## src/sv/twn_pkg.sv

```systemverilog
`timescale 1ns / 1ps
`default_nettype none
// ----------------------------------------------------------------------------
// twn_pkg: shared types and constants of the whitespace normalizer
// Payload structs, the per-item result bundle, byte codes and queue sizing.
// ----------------------------------------------------------------------------
package twn_pkg;

	typedef struct packed {
		logic [7:0] in_byte;
		logic       in_last;
	} twn_in_t;

	typedef struct packed {
		logic [7:0] out_byte;
		logic       out_valid;
		logic       out_last;
	} twn_out_t;

	// up to three results per input byte
	localparam int unsigned TWN_MAX_RES = 3;
	localparam int unsigned TWN_CNT_W   = $clog2(TWN_MAX_RES + 1);

	// results of one input byte, handed from front to back
	typedef struct packed {
		logic [TWN_CNT_W-1:0]          cnt;
		logic                          marker;
		logic                          last;
		logic [TWN_MAX_RES-1:0][7:0]   bytes;
	} twn_bundle_t;

	localparam logic [7:0] QUOTE_B0   = 8'hE2;
	localparam logic [7:0] QUOTE_B1   = 8'h80;
	localparam logic [7:0] QUOTE_B2   = 8'h99;
	localparam logic [7:0] APOSTROPHE = 8'h27;
	localparam logic [7:0] SPACE      = 8'h20;
	localparam logic [7:0] WS_LO      = 8'h09;
	localparam logic [7:0] WS_HI      = 8'h0D;

	localparam int unsigned TWN_QDEPTH = 4;
	localparam int unsigned TWN_QPTR_W = $clog2(TWN_QDEPTH);
	localparam int unsigned TWN_QCNT_W = $clog2(TWN_QDEPTH + 1);

	function automatic logic is_ws(input logic [7:0] b);
		return (b == SPACE) || ((b >= WS_LO) && (b <= WS_HI));
	endfunction

endpackage
`default_nettype wire

```

## src/sv/twn_front.sv

```systemverilog
`timescale 1ns / 1ps
`default_nettype none
// ----------------------------------------------------------------------------
// twn_front: input classifier
// Tracks text, pending space and quote match state and builds the result
// bundle of each accepted byte for the queue.
// ----------------------------------------------------------------------------
module twn_front import twn_pkg::*; (
	input  wire logic        clk,
	input  wire logic        arst_n,
	input  wire logic        in_valid,
	output logic             in_ready,
	input  wire twn_in_t     in_data,
	input  wire logic        full,
	output logic             push,
	output twn_bundle_t      push_data
);

	typedef enum logic [1:0] {
		ST_IDLE,
		ST_E2,
		ST_E280
	} match_t;

	match_t stage_q, stage_d;
	logic   seen_q, seen_d;
	logic   space_q, space_d;

	logic                        consumed;
	logic [TWN_CNT_W-1:0]        n;
	logic [TWN_MAX_RES-1:0][7:0] res;
	logic                        accept;
	logic                        marker;

	assign in_ready = !full;
	assign accept   = in_valid && in_ready;

	always_comb begin
		stage_d  = stage_q;
		seen_d   = seen_q;
		space_d  = space_q;
		consumed = 1'b0;
		n        = '0;
		res      = '0;
		marker   = 1'b0;

		unique case (stage_q)
			ST_E2: begin
				if (in_data.in_byte == QUOTE_B1) begin
					stage_d  = ST_E280;
					consumed = 1'b1;
				end else begin
					res[0]  = QUOTE_B0;
					n       = TWN_CNT_W'(1);
					stage_d = ST_IDLE;
				end
			end
			ST_E280: begin
				if (in_data.in_byte == QUOTE_B2) begin
					res[0]   = APOSTROPHE;
					n        = TWN_CNT_W'(1);
					consumed = 1'b1;
				end else begin
					res[0] = QUOTE_B0;
					res[1] = QUOTE_B1;
					n      = TWN_CNT_W'(2);
				end
				stage_d = ST_IDLE;
			end
			default: begin
			end
		endcase

		if (!consumed) begin
			if (is_ws(in_data.in_byte)) begin
				if (seen_q) begin
					space_d = 1'b1;
				end
			end else begin
				if (space_q) begin
					res[n[1:0]] = SPACE;
					n           = n + TWN_CNT_W'(1);
					space_d     = 1'b0;
				end
				seen_d = 1'b1;
				if (in_data.in_byte == QUOTE_B0) begin
					stage_d = ST_E2;
				end else begin
					res[n[1:0]] = in_data.in_byte;
					n           = n + TWN_CNT_W'(1);
				end
			end
		end

		if (in_data.in_last) begin
			// flush a held partial match
			if (stage_d == ST_E2) begin
				res[n[1:0]] = QUOTE_B0;
				n           = n + TWN_CNT_W'(1);
			end else if (stage_d == ST_E280) begin
				res[n[1:0]] = QUOTE_B0;
				n           = n + TWN_CNT_W'(1);
				res[n[1:0]] = QUOTE_B1;
				n           = n + TWN_CNT_W'(1);
			end
			if (n == '0) begin
				marker = 1'b1;
			end
			seen_d  = 1'b0;
			space_d = 1'b0;
			stage_d = ST_IDLE;
		end
	end

	assign push             = accept && ((n != '0) || in_data.in_last);
	assign push_data.cnt    = marker ? TWN_CNT_W'(1) : n;
	assign push_data.marker = marker;
	assign push_data.last   = in_data.in_last;
	assign push_data.bytes  = res;

	always_ff @(posedge clk or negedge arst_n) begin
		if (!arst_n) begin
			stage_q <= ST_IDLE;
			seen_q  <= 1'b0;
			space_q <= 1'b0;
		end else if (accept) begin
			stage_q <= stage_d;
			seen_q  <= seen_d;
			space_q <= space_d;
		end
	end

	// a pending space needs text before it
	a_space_after_text: assert property (@(posedge clk) disable iff (!arst_n)
		space_q |-> seen_q)
		else $error("space pending without text");

	// a held quote prefix implies text was seen
	a_match_after_text: assert property (@(posedge clk) disable iff (!arst_n)
		(stage_q != ST_IDLE) |-> (seen_q && !space_q))
		else $error("quote match state inconsistent");

endmodule
`default_nettype wire

```

## src/sv/twn_fifo.sv

```systemverilog
`timescale 1ns / 1ps
`default_nettype none
// ----------------------------------------------------------------------------
// twn_fifo: bundle queue
// Short register queue that decouples the classifier from the serializer.
// ----------------------------------------------------------------------------
module twn_fifo import twn_pkg::*; (
	input  wire logic        clk,
	input  wire logic        arst_n,
	input  wire logic        push,
	input  wire twn_bundle_t push_data,
	output logic             full,
	input  wire logic        pop,
	output twn_bundle_t      head,
	output logic             empty
);

	twn_bundle_t            mem_q [TWN_QDEPTH];
	logic [TWN_QPTR_W-1:0]  wr_q;
	logic [TWN_QPTR_W-1:0]  rd_q;
	logic [TWN_QCNT_W-1:0]  cnt_q;

	assign full  = (cnt_q == TWN_QCNT_W'(TWN_QDEPTH));
	assign empty = (cnt_q == '0);
	assign head  = mem_q[rd_q];

	always_ff @(posedge clk) begin
		if (push) begin
			mem_q[wr_q] <= push_data;
		end
	end

	always_ff @(posedge clk or negedge arst_n) begin
		if (!arst_n) begin
			wr_q  <= '0;
			rd_q  <= '0;
			cnt_q <= '0;
		end else begin
			if (push) begin
				wr_q <= wr_q + TWN_QPTR_W'(1);
			end
			if (pop) begin
				rd_q <= rd_q + TWN_QPTR_W'(1);
			end
			if (push && !pop) begin
				cnt_q <= cnt_q + TWN_QCNT_W'(1);
			end else if (pop && !push) begin
				cnt_q <= cnt_q - TWN_QCNT_W'(1);
			end
		end
	end

	a_no_overflow: assert property (@(posedge clk) disable iff (!arst_n)
		!(push && full))
		else $error("queue overflow");

	a_no_underflow: assert property (@(posedge clk) disable iff (!arst_n)
		!(pop && empty))
		else $error("queue underflow");

	a_ptr_track: assert property (@(posedge clk) disable iff (!arst_n)
		(wr_q - rd_q) == cnt_q[TWN_QPTR_W-1:0])
		else $error("queue pointers disagree with count");

endmodule
`default_nettype wire

```

## src/sv/twn_back.sv

```systemverilog
`timescale 1ns / 1ps
`default_nettype none
// ----------------------------------------------------------------------------
// twn_back: result serializer
// Walks the head bundle one result per transfer into the output register.
// ----------------------------------------------------------------------------
module twn_back import twn_pkg::*; (
	input  wire logic        clk,
	input  wire logic        arst_n,
	input  wire logic        empty,
	input  wire twn_bundle_t head,
	output logic             pop,
	output logic             out_valid,
	input  wire logic        out_ready,
	output twn_out_t         out_data
);

	logic                 ovld_q;
	twn_out_t             out_q;
	logic [TWN_CNT_W-1:0] idx_q;
	logic                 load;
	logic                 at_end;
	logic [7:0]           sel_byte;

	assign load   = !ovld_q || out_ready;
	assign at_end = (idx_q == (head.cnt - TWN_CNT_W'(1)));
	assign pop    = load && !empty && at_end;

	always_comb begin
		case (idx_q)
			TWN_CNT_W'(0): sel_byte = head.bytes[0];
			TWN_CNT_W'(1): sel_byte = head.bytes[1];
			default:       sel_byte = head.bytes[2];
		endcase
	end

	always_ff @(posedge clk) begin
		if (load && !empty) begin
			out_q.out_byte  <= head.marker ? '0 : sel_byte;
			out_q.out_valid <= !head.marker;
			out_q.out_last  <= head.last && at_end;
		end
	end

	always_ff @(posedge clk or negedge arst_n) begin
		if (!arst_n) begin
			ovld_q <= 1'b0;
			idx_q  <= '0;
		end else if (load) begin
			ovld_q <= !empty;
			if (!empty) begin
				idx_q <= at_end ? '0 : idx_q + TWN_CNT_W'(1);
			end
		end
	end

	assign out_valid = ovld_q;
	assign out_data  = out_q;

	// a bare end marker is always the final result of its text
	a_marker_last: assert property (@(posedge clk) disable iff (!arst_n)
		(ovld_q && !out_q.out_valid) |-> (out_q.out_last && (out_q.out_byte == '0)))
		else $error("bare marker without last");

	a_idx_in_range: assert property (@(posedge clk) disable iff (!arst_n)
		!empty |-> (idx_q < head.cnt))
		else $error("result index past bundle");

endmodule
`default_nettype wire

```

## src/sv/text_whitespace_normalizer_unit.sv

```systemverilog
// Throughput: one input byte per cycle while each byte yields at most one
// result and out_ready is high; a byte yielding k results holds the output
// for k transfers, and a four-entry bundle queue between classifier and
// serializer absorbs such bursts before the output register.
// Reset: arst_n clears match state, queue and output valid flag at once.
`timescale 1ns / 1ps
`default_nettype none
// ----------------------------------------------------------------------------
// text_whitespace_normalizer_unit: whitespace collapse, trim, quote fix
// Front classifier, bundle queue and output serializer.
// ----------------------------------------------------------------------------
module text_whitespace_normalizer_unit import twn_pkg::*; (
	input  wire logic     clk,
	input  wire logic     arst_n,
	input  wire logic     in_valid,
	output logic          in_ready,
	input  wire twn_in_t  in_data,
	output logic          out_valid,
	input  wire logic     out_ready,
	output twn_out_t      out_data
);

	logic        q_full;
	logic        q_empty;
	logic        q_push;
	logic        q_pop;
	twn_bundle_t q_wdata;
	twn_bundle_t q_head;

	twn_front u_front (
		.clk       (clk),
		.arst_n    (arst_n),
		.in_valid  (in_valid),
		.in_ready  (in_ready),
		.in_data   (in_data),
		.full      (q_full),
		.push      (q_push),
		.push_data (q_wdata)
	);

	twn_fifo u_fifo (
		.clk       (clk),
		.arst_n    (arst_n),
		.push      (q_push),
		.push_data (q_wdata),
		.full      (q_full),
		.pop       (q_pop),
		.head      (q_head),
		.empty     (q_empty)
	);

	twn_back u_back (
		.clk       (clk),
		.arst_n    (arst_n),
		.empty     (q_empty),
		.head      (q_head),
		.pop       (q_pop),
		.out_valid (out_valid),
		.out_ready (out_ready),
		.out_data  (out_data)
	);

endmodule
`default_nettype wire
```

## config.mk

```make
export PLATFORM = sky130hd
export DESIGN_NAME = text_whitespace_normalizer_unit
export DESIGN_NICKNAME = d
export VERILOG_FILES = /design/src/sv/twn_pkg.sv /design/src/sv/twn_front.sv /design/src/sv/twn_fifo.sv /design/src/sv/twn_back.sv /design/src/sv/text_whitespace_normalizer_unit.sv
export SDC_FILE = /design/constraint.sdc
export NUM_CORES = 1
export LEC_CHECK = 0
export BUFFER_PORTS_ARGS = -buffer_cell sky130_fd_sc_hd__buf_4
export CORE_ASPECT_RATIO = 1.4
export CORE_MARGIN = 2
export CORE_UTILIZATION = 62
export CTS_CLUSTER_DIAMETER = 60
export CTS_CLUSTER_SIZE = 25
export DETAILED_ROUTE_END_ITERATION = 10
export PLACE_DENSITY = 0.8
export SKIP_CTS_REPAIR_TIMING = 1
export SLEW_MARGIN = 25
export SYNTH_ARGS = -nofsm -noshare
export SYNTH_HDL_FRONTEND = slang
export SYNTH_HIERARCHICAL = 1
export SYNTH_SLANG_ARGS = --single-unit
```

## constraint.sdc

```tcl
create_clock -name clk -period 5.5 [get_ports clk]
set_input_delay 0.825 -clock clk [delete_from_list [all_inputs] [get_ports clk]]
set_output_delay 0.825 -clock clk [all_outputs]
set_load 0.02 [all_outputs]
```

Yosys cells after proc, flatten, opt, wreduce, memory -nomap -nowiden:

Memory sizes are Yosys's and may differ from the RTL's.
Cells that the tools add are included.

* add/sub/neg operators: 10
* $mul: 0
* divide/modulo/power cells: 0
* $lt $le $gt $ge: 10
* equality and inequality tests: 14
* shifts and indexed selects: 0
* multiplexer cells: 61
* bitwise logic cells: 10
* reduce and logical (&&, ||, !) cells: 29

Operators with widths (count)
* 2-to-1 mux 24 bit: 9
* demux 8 bit (select 2 bit): 4
* 2-to-1 mux 8 bit: 8
* inverter 21 bit: 2
* 2-to-1 mux 2 bit: 18
* one-hot mux 8 bit (2 select lines): 2
* bitwise mux 24 bit: 1
* == test 8 bit, second input constant: 3
* bitwise AND 14 x 21 -> 21 bit: 1
* bitwise AND 21 bit: 1
* adder 2 x 1 -> 2 bit, second input constant: 7
* 2-to-1 mux 1 bit: 14
* bitwise AND 12 bit: 1
* logical AND 1 bit: 12
* less-than comparator 2 x 3 -> 1 bit, second input constant: 4
* inverter 12 bit: 1
* bitwise OR 12 bit: 1
* == test 8 x 6 -> 1 bit, second input constant: 1
* >= comparator 2 x 1 -> 1 bit, second input constant: 4
* >= comparator 8 x 4 -> 1 bit, second input constant: 1
* less-or-equal comparator 8 x 4 -> 1 bit, second input constant: 1
* one-hot mux 2 bit (2 select lines): 2
* == test 2 x 1 -> 1 bit, second input constant: 3
* logical NOT 1 bit: 6
* other kinds (19): 27

* register bits after elaboration: 24
* bits in latches: 0
* memory bits (writable): 112
* memory bits (read-only): 0
* input port bits: 13
* memories kept: 1

Memories
* u_fifo.mem_q: depth 4, bits a word 28, rd ports 1, clocked after memory_dff 0, wr ports 1, line twn_fifo.sv:18 `twn_bundle_t mem_q [TWN_QDEPTH];`

Depth between registers and ports, before layout:

* depth after elaboration: 24
* mapped depth: 22
* mapped depth without buffers: 21

Hierarchy:

The synthesis kept the hierarchy.

Modules (own cells, without submodules)
* twn_fifo: instances 1, cells each 180, area each 4435.5 µm²
* twn_front: instances 1, cells each 198, area each 1420.1 µm²
* twn_back: instances 1, cells each 67, area each 698.2 µm²

Worst setup path after synthesis:

Ideal clock, no wire load.

* path type: input to register
* from: in in_data[2] in the netlist's numbering
* to: mem u_fifo/mem_q[0][0] in the netlist's numbering (enable)
* library setup time: 0.387 ns
* arrival: 4.616 ns
* data required time: 5.113 ns
* setup slack: 0.496 ns
* stages: 14
* path through: buf_6 > or4b_4 > or4_4 > a21oi_4 > inv_1 > ha_1 > nand2_1 > o21a_1 > ha_1 > and2_1 > o21ai_0 > a21oi_1 > a21oi_1 > and2_1

* longest elaborated chain between the ends: 22
* elaborated cells between the ends (all ways): 40
* classes of those cells: add/sub: 4; order compare: 2; eq/ne: 6; mux: 23; reduce/logical: 5

Ends and longest elaborated chain
* start: declaration: line text_whitespace_normalizer_unit.sv:17 `input wire twn_in_t in_data,`
* == test 8 bit (on tied branches): line twn_front.sv:59, twn_front.sv:49
* 2-to-1 mux 2 bit or 2-to-1 mux 1 bit (tied branches): line twn_front.sv:59, twn_front.sv:49
* one-hot mux 2 bit (2 select lines): line twn_front.sv:47 `unique case (stage_q)`
* adder 2 x 1 -> 2 bit: line twn_front.sv:82 `n = n + TWN_CNT_W'(1);`
* 2-to-1 mux 2 bit: line twn_front.sv:80 `if (space_q) begin`
* 2-to-1 mux 2 bit: line twn_front.sv:75 `if (is_ws(in_data.in_byte)) begin`
* 2-to-1 mux 2 bit: line twn_front.sv:74 `if (!consumed) begin`
* adder 2 x 1 -> 2 bit: line twn_front.sv:90 `n = n + TWN_CNT_W'(1);`
* [7 not listed]
* 2-to-1 mux 2 bit: line twn_front.sv:95 `if (in_data.in_last) begin`
* 2-to-1 mux 2 bit (*): line twn_front.sv:95
* nonzero test 2 bit (*): line twn_front.sv:115 `assign push = accept && ((n != '0) || in_data.in_last);`
* logical OR 1 bit (*): line twn_front.sv:115
* logical AND 1 bit (*): line twn_front.sv:115
* net q_push: line text_whitespace_normalizer_unit.sv:25 `logic q_push;`
* 2-to-1 mux 1 bit (*): line twn_fifo.sv:28 `if (push) begin`
* 2-to-1 mux 1 bit (not written as such) (*): line twn_fifo.sv:29 `mem_q[wr_q] <= push_data;`
* end: declaration: line twn_fifo.sv:18

The timed path passes the listed nets; every way through them passes the cells marked *. The select of a mux whose other input is x is not followed.

==> flow_summary.toml <==
[outcome]
status = "finished clean"

[worst_setup_path]
worstPathArrival_ns = 5.24
setup.worst_path.end_class = "flop"
start_kind = "input port"
crit_type = "input port to flop"
critical_path_required_ns = 5.69
path_max_fanout = 11

[die]
fp.coreArea_um2 = 10300
row_count = 44
ios = 25
start_util_pct = 63.3
chipHeight_um = 126
die_area_um2 = 11400
die_w_um = 90.9

[cells_and_area]
n_fill_cell = 696
stdcell_area_um2 = 7470
layout.nets = 508
multi_input_area_um2 = 2310
regArea_um2 = 4020
stdcell_count = 623
final_layout_size_suffix_gt1_share_pct = 23.7
area_growth_pct = 14.0
diodes = 0

[timing]
finalHoldViolations = 0
finClkSkew_ns = 0.00664
max_freq_mhz = 198
hold_ws_ns = 0.268
max_slew_margin_pct = 58.6
fin_crit_ns = 5.05
setup_violations = 0
finalSetupTns_ns = 0
tightest_slew_ns = 0.621
setup_ws_ns = 0.452
rsz0062_at_grt = "false"
slew_violations = 0
period_share_pct = 91.8

[clock_network]
clk_pin_slew_ns = 0.06
cts-root-buf = "clkbuf_16"
clk_latency_ns = 0.41
cts_max_level = 4
cts_buffer_depth = 2
cts_tree = "yes"
cts_made_buffers = 17
cts.sinks = 136

[synth]
async_reset_ff_share_pct = 10.3
syn-cell-area_um2 = 6550
synth_ff_type = "edfxtp_1"
syn_area_per_cell_um2 = 14.7
synth-seq-cells = 136
synth_edf_count = 122
syn_inst = 445
ys_seq_area_share_pct = 61.2
ys_warn_count = 6
syn_nets = 481
yosysUniqueCellTypes = 71

[routing]
wirelength_mm = 13.7
drc = 0
vias = 3975
dr.pass1.iters = 6
first_iter_violations = 306
viasPerCell = 6.38
ant_nets = 0
routedWlPerCell_um = 22.0

[worst_hold_path]
hold_class = "input port to asynchronous set/reset pin"

[place]
placed_area_um2 = 6850
dp_hpwl_mm = 8.93
pre_cts_ws_ns = 0.120
port_buffers = 24
place_congestion = 0.937
placed_cells_incl_taps = 591

[global_route]
track_usage_pct = 25.5
grt_pass1_wl_mm = 21.9
grt_max_degree = 30
grt_pass1_vias = 4148
antenna_found_initial = 0
grt_overflow = 0

[power]
p_per_area_nw_per_um2 = 497
leakagePower_nw = 2.72
irDropWorstVdd_mv = 0.365

[flow_run]
maxCapViolations = 0
flip-flops by register name (all words and copies together), names as in the netlist:
signal / count
u_front/stage_q: 2
u_front/seen_q: 1
u_back/idx_q: 2
u_back/out_data: 10
u_front/space_q: 1
u_fifo/cnt_q: 3
u_fifo/mem_q: 112
u_fifo/rd_q: 2
u_back/out_valid: 1
u_fifo/wr_q: 2
cells in the final DEF (no fill, tap or decap), types with 3 or more instances in the layout:
cell type	instances
a21oi_1	25
a22oi_1	13
and2_1	15
and3_1	3
buf_4	31
bufinv_16	3
clkbuf_16	17
clkinv_4	3
clkinvlp_4	4
dfrtp_1	13
edfxtp_1	122
ha_1	22
inv_1	20
mux2i_1	4
mux4_2	28
nand2_1	25
nand2b_1	3
nand3_1	19
nor2_1	12
nor3_1	8
nor3b_1	3
o211ai_1	3
o21ai_0	10
o21ai_2	3
or3_1	3
xnor2_1	5
xor2_1	5
Yosys cell counts, drive strengths merged (3+ instances only):
library cell	instances	share of area, %
edfxtp	122	56
mux4	28	9.6
a21oi	26	2.2
nand2	25	1.4
ha	22	4.2
inv	20	1.1
nand3	20	1.6
and2	16	1.6
buf	15	1.8
dfrtp	14	5.3
o21ai	14	1.2
a22oi	13	1.5
nor2	13	0.78
clkbuf	10	0.57
nor3	8	0.61
xnor2	5	0.67
xor2	5	0.67
and3	4	0.40
mux2i	4	0.61
o211ai	4	0.53
or3	4	0.40
a21o	3	0.36
nand2b	3	0.29
nor2b	3	0.40
nor3b	3	0.34
or2	3	0.29
or4	3	0.40
or4b	3	0.52
stage by stage:
stage / utilization, % / power, mW
after floorplan: - / 2.26
after global placement: 66.2 / 2.51
after detailed placement: 66.2 / 2.56
after CTS: 72.2 / 3.74
after global routing: 72.2 / 3.88
final: 72.2 / 3.71
cells by family after synthesis:
| kind of cell | count (synthesis) | synth area share [%] |
|---|---|---|
| AOI/OAI and AO/OA | 81 | 8.92 |
| xor gates and xnor gates | 10 | 1.34 |
| adders and majority gates | 23 | 4.51 |
| buffers and inverters | 46 | 3.53 |
| DFF | 136 | 61.2 |
| muxes | 34 | 10.6 |
| and+or+nand+nor | 115 | 9.89 |
final cells by class:
cell class | instances | area share, %
Inverter | 21 | 1.06
Timing Repair Buffer | 33 | 3.65
Clock buffer | 19 | 6.06
Tap cell | 138 | 2.31
Sequential cell | 136 | 53.8
Clock inverter | 13 | 2.26
Multi-Input combinational cell | 263 | 30.9
per-layer routing:
| metal | part of all wire (%) | vias up | global-route usage [%] | routed length [µm] |
|---|---|---|---|---|
| li1 | - | 1783 | - | - |
| met1 | 40 | 1989 | 31.1 | 5450 |
| met2 | 52 | 157 | 43.8 | 7120 |
| met3 | 4.4 | 46 | 4.78 | 599 |
| met4 | 3.7 | 0 | 12.8 | 508 |
| met5 | 0 | - | 0 | 0 |
where the power goes:
group,switching [mW],internal [mW]
registers,0.0827,1.40
clock network,0.432,0.741
logic,0.595,0.463
worst paths after layout:
path                                                      from                            end  slack, ns  cells past startpoint
worst min register to register     u_fifo/cnt_q[2]$_DFFE_PN0P_    u_fifo/cnt_q[2]$_DFFE_PN0P_       0.49                      1
min in group clk                   u_fifo/cnt_q[2]$_DFFE_PN0P_    u_fifo/cnt_q[2]$_DFFE_PN0P_       0.49                      1
max in group asynchronous                               arst_n     u_fifo/rd_q[0]$_DFFE_PN0P_       5.02                      1
worst max-delay path                                in_data[2]  u_fifo/mem_q[1][26]$_DFFE_PP_       0.45                     20
worst max register to register  u_front/stage_q[0]$_DFFE_PN0P_  u_fifo/mem_q[1][26]$_DFFE_PP_       0.79                     21
worst min-delay path                                    arst_n     u_fifo/wr_q[0]$_DFFE_PN0P_       0.27                      1
worst max-delay path: stages:
cell      delay [ns]
buf_4           0.15
or4b_4          0.59
or4_4           0.54
a21oi_4         0.23
inv_1           0.10
ha_1            0.31
nand2_1         0.07
o21a_1          0.17
ha_1            0.25
and2_1          0.16
o21ai_0         0.20
and2_1          0.23
inv_1           0.11
ha_1            0.26
nor2_1          0.15
or3_1           0.12
nor4_1          0.04
a21oi_1         0.24
o211ai_1        0.17
mux2i_1         0.32
Note: power is estimated with default switching activity, not from simulation.
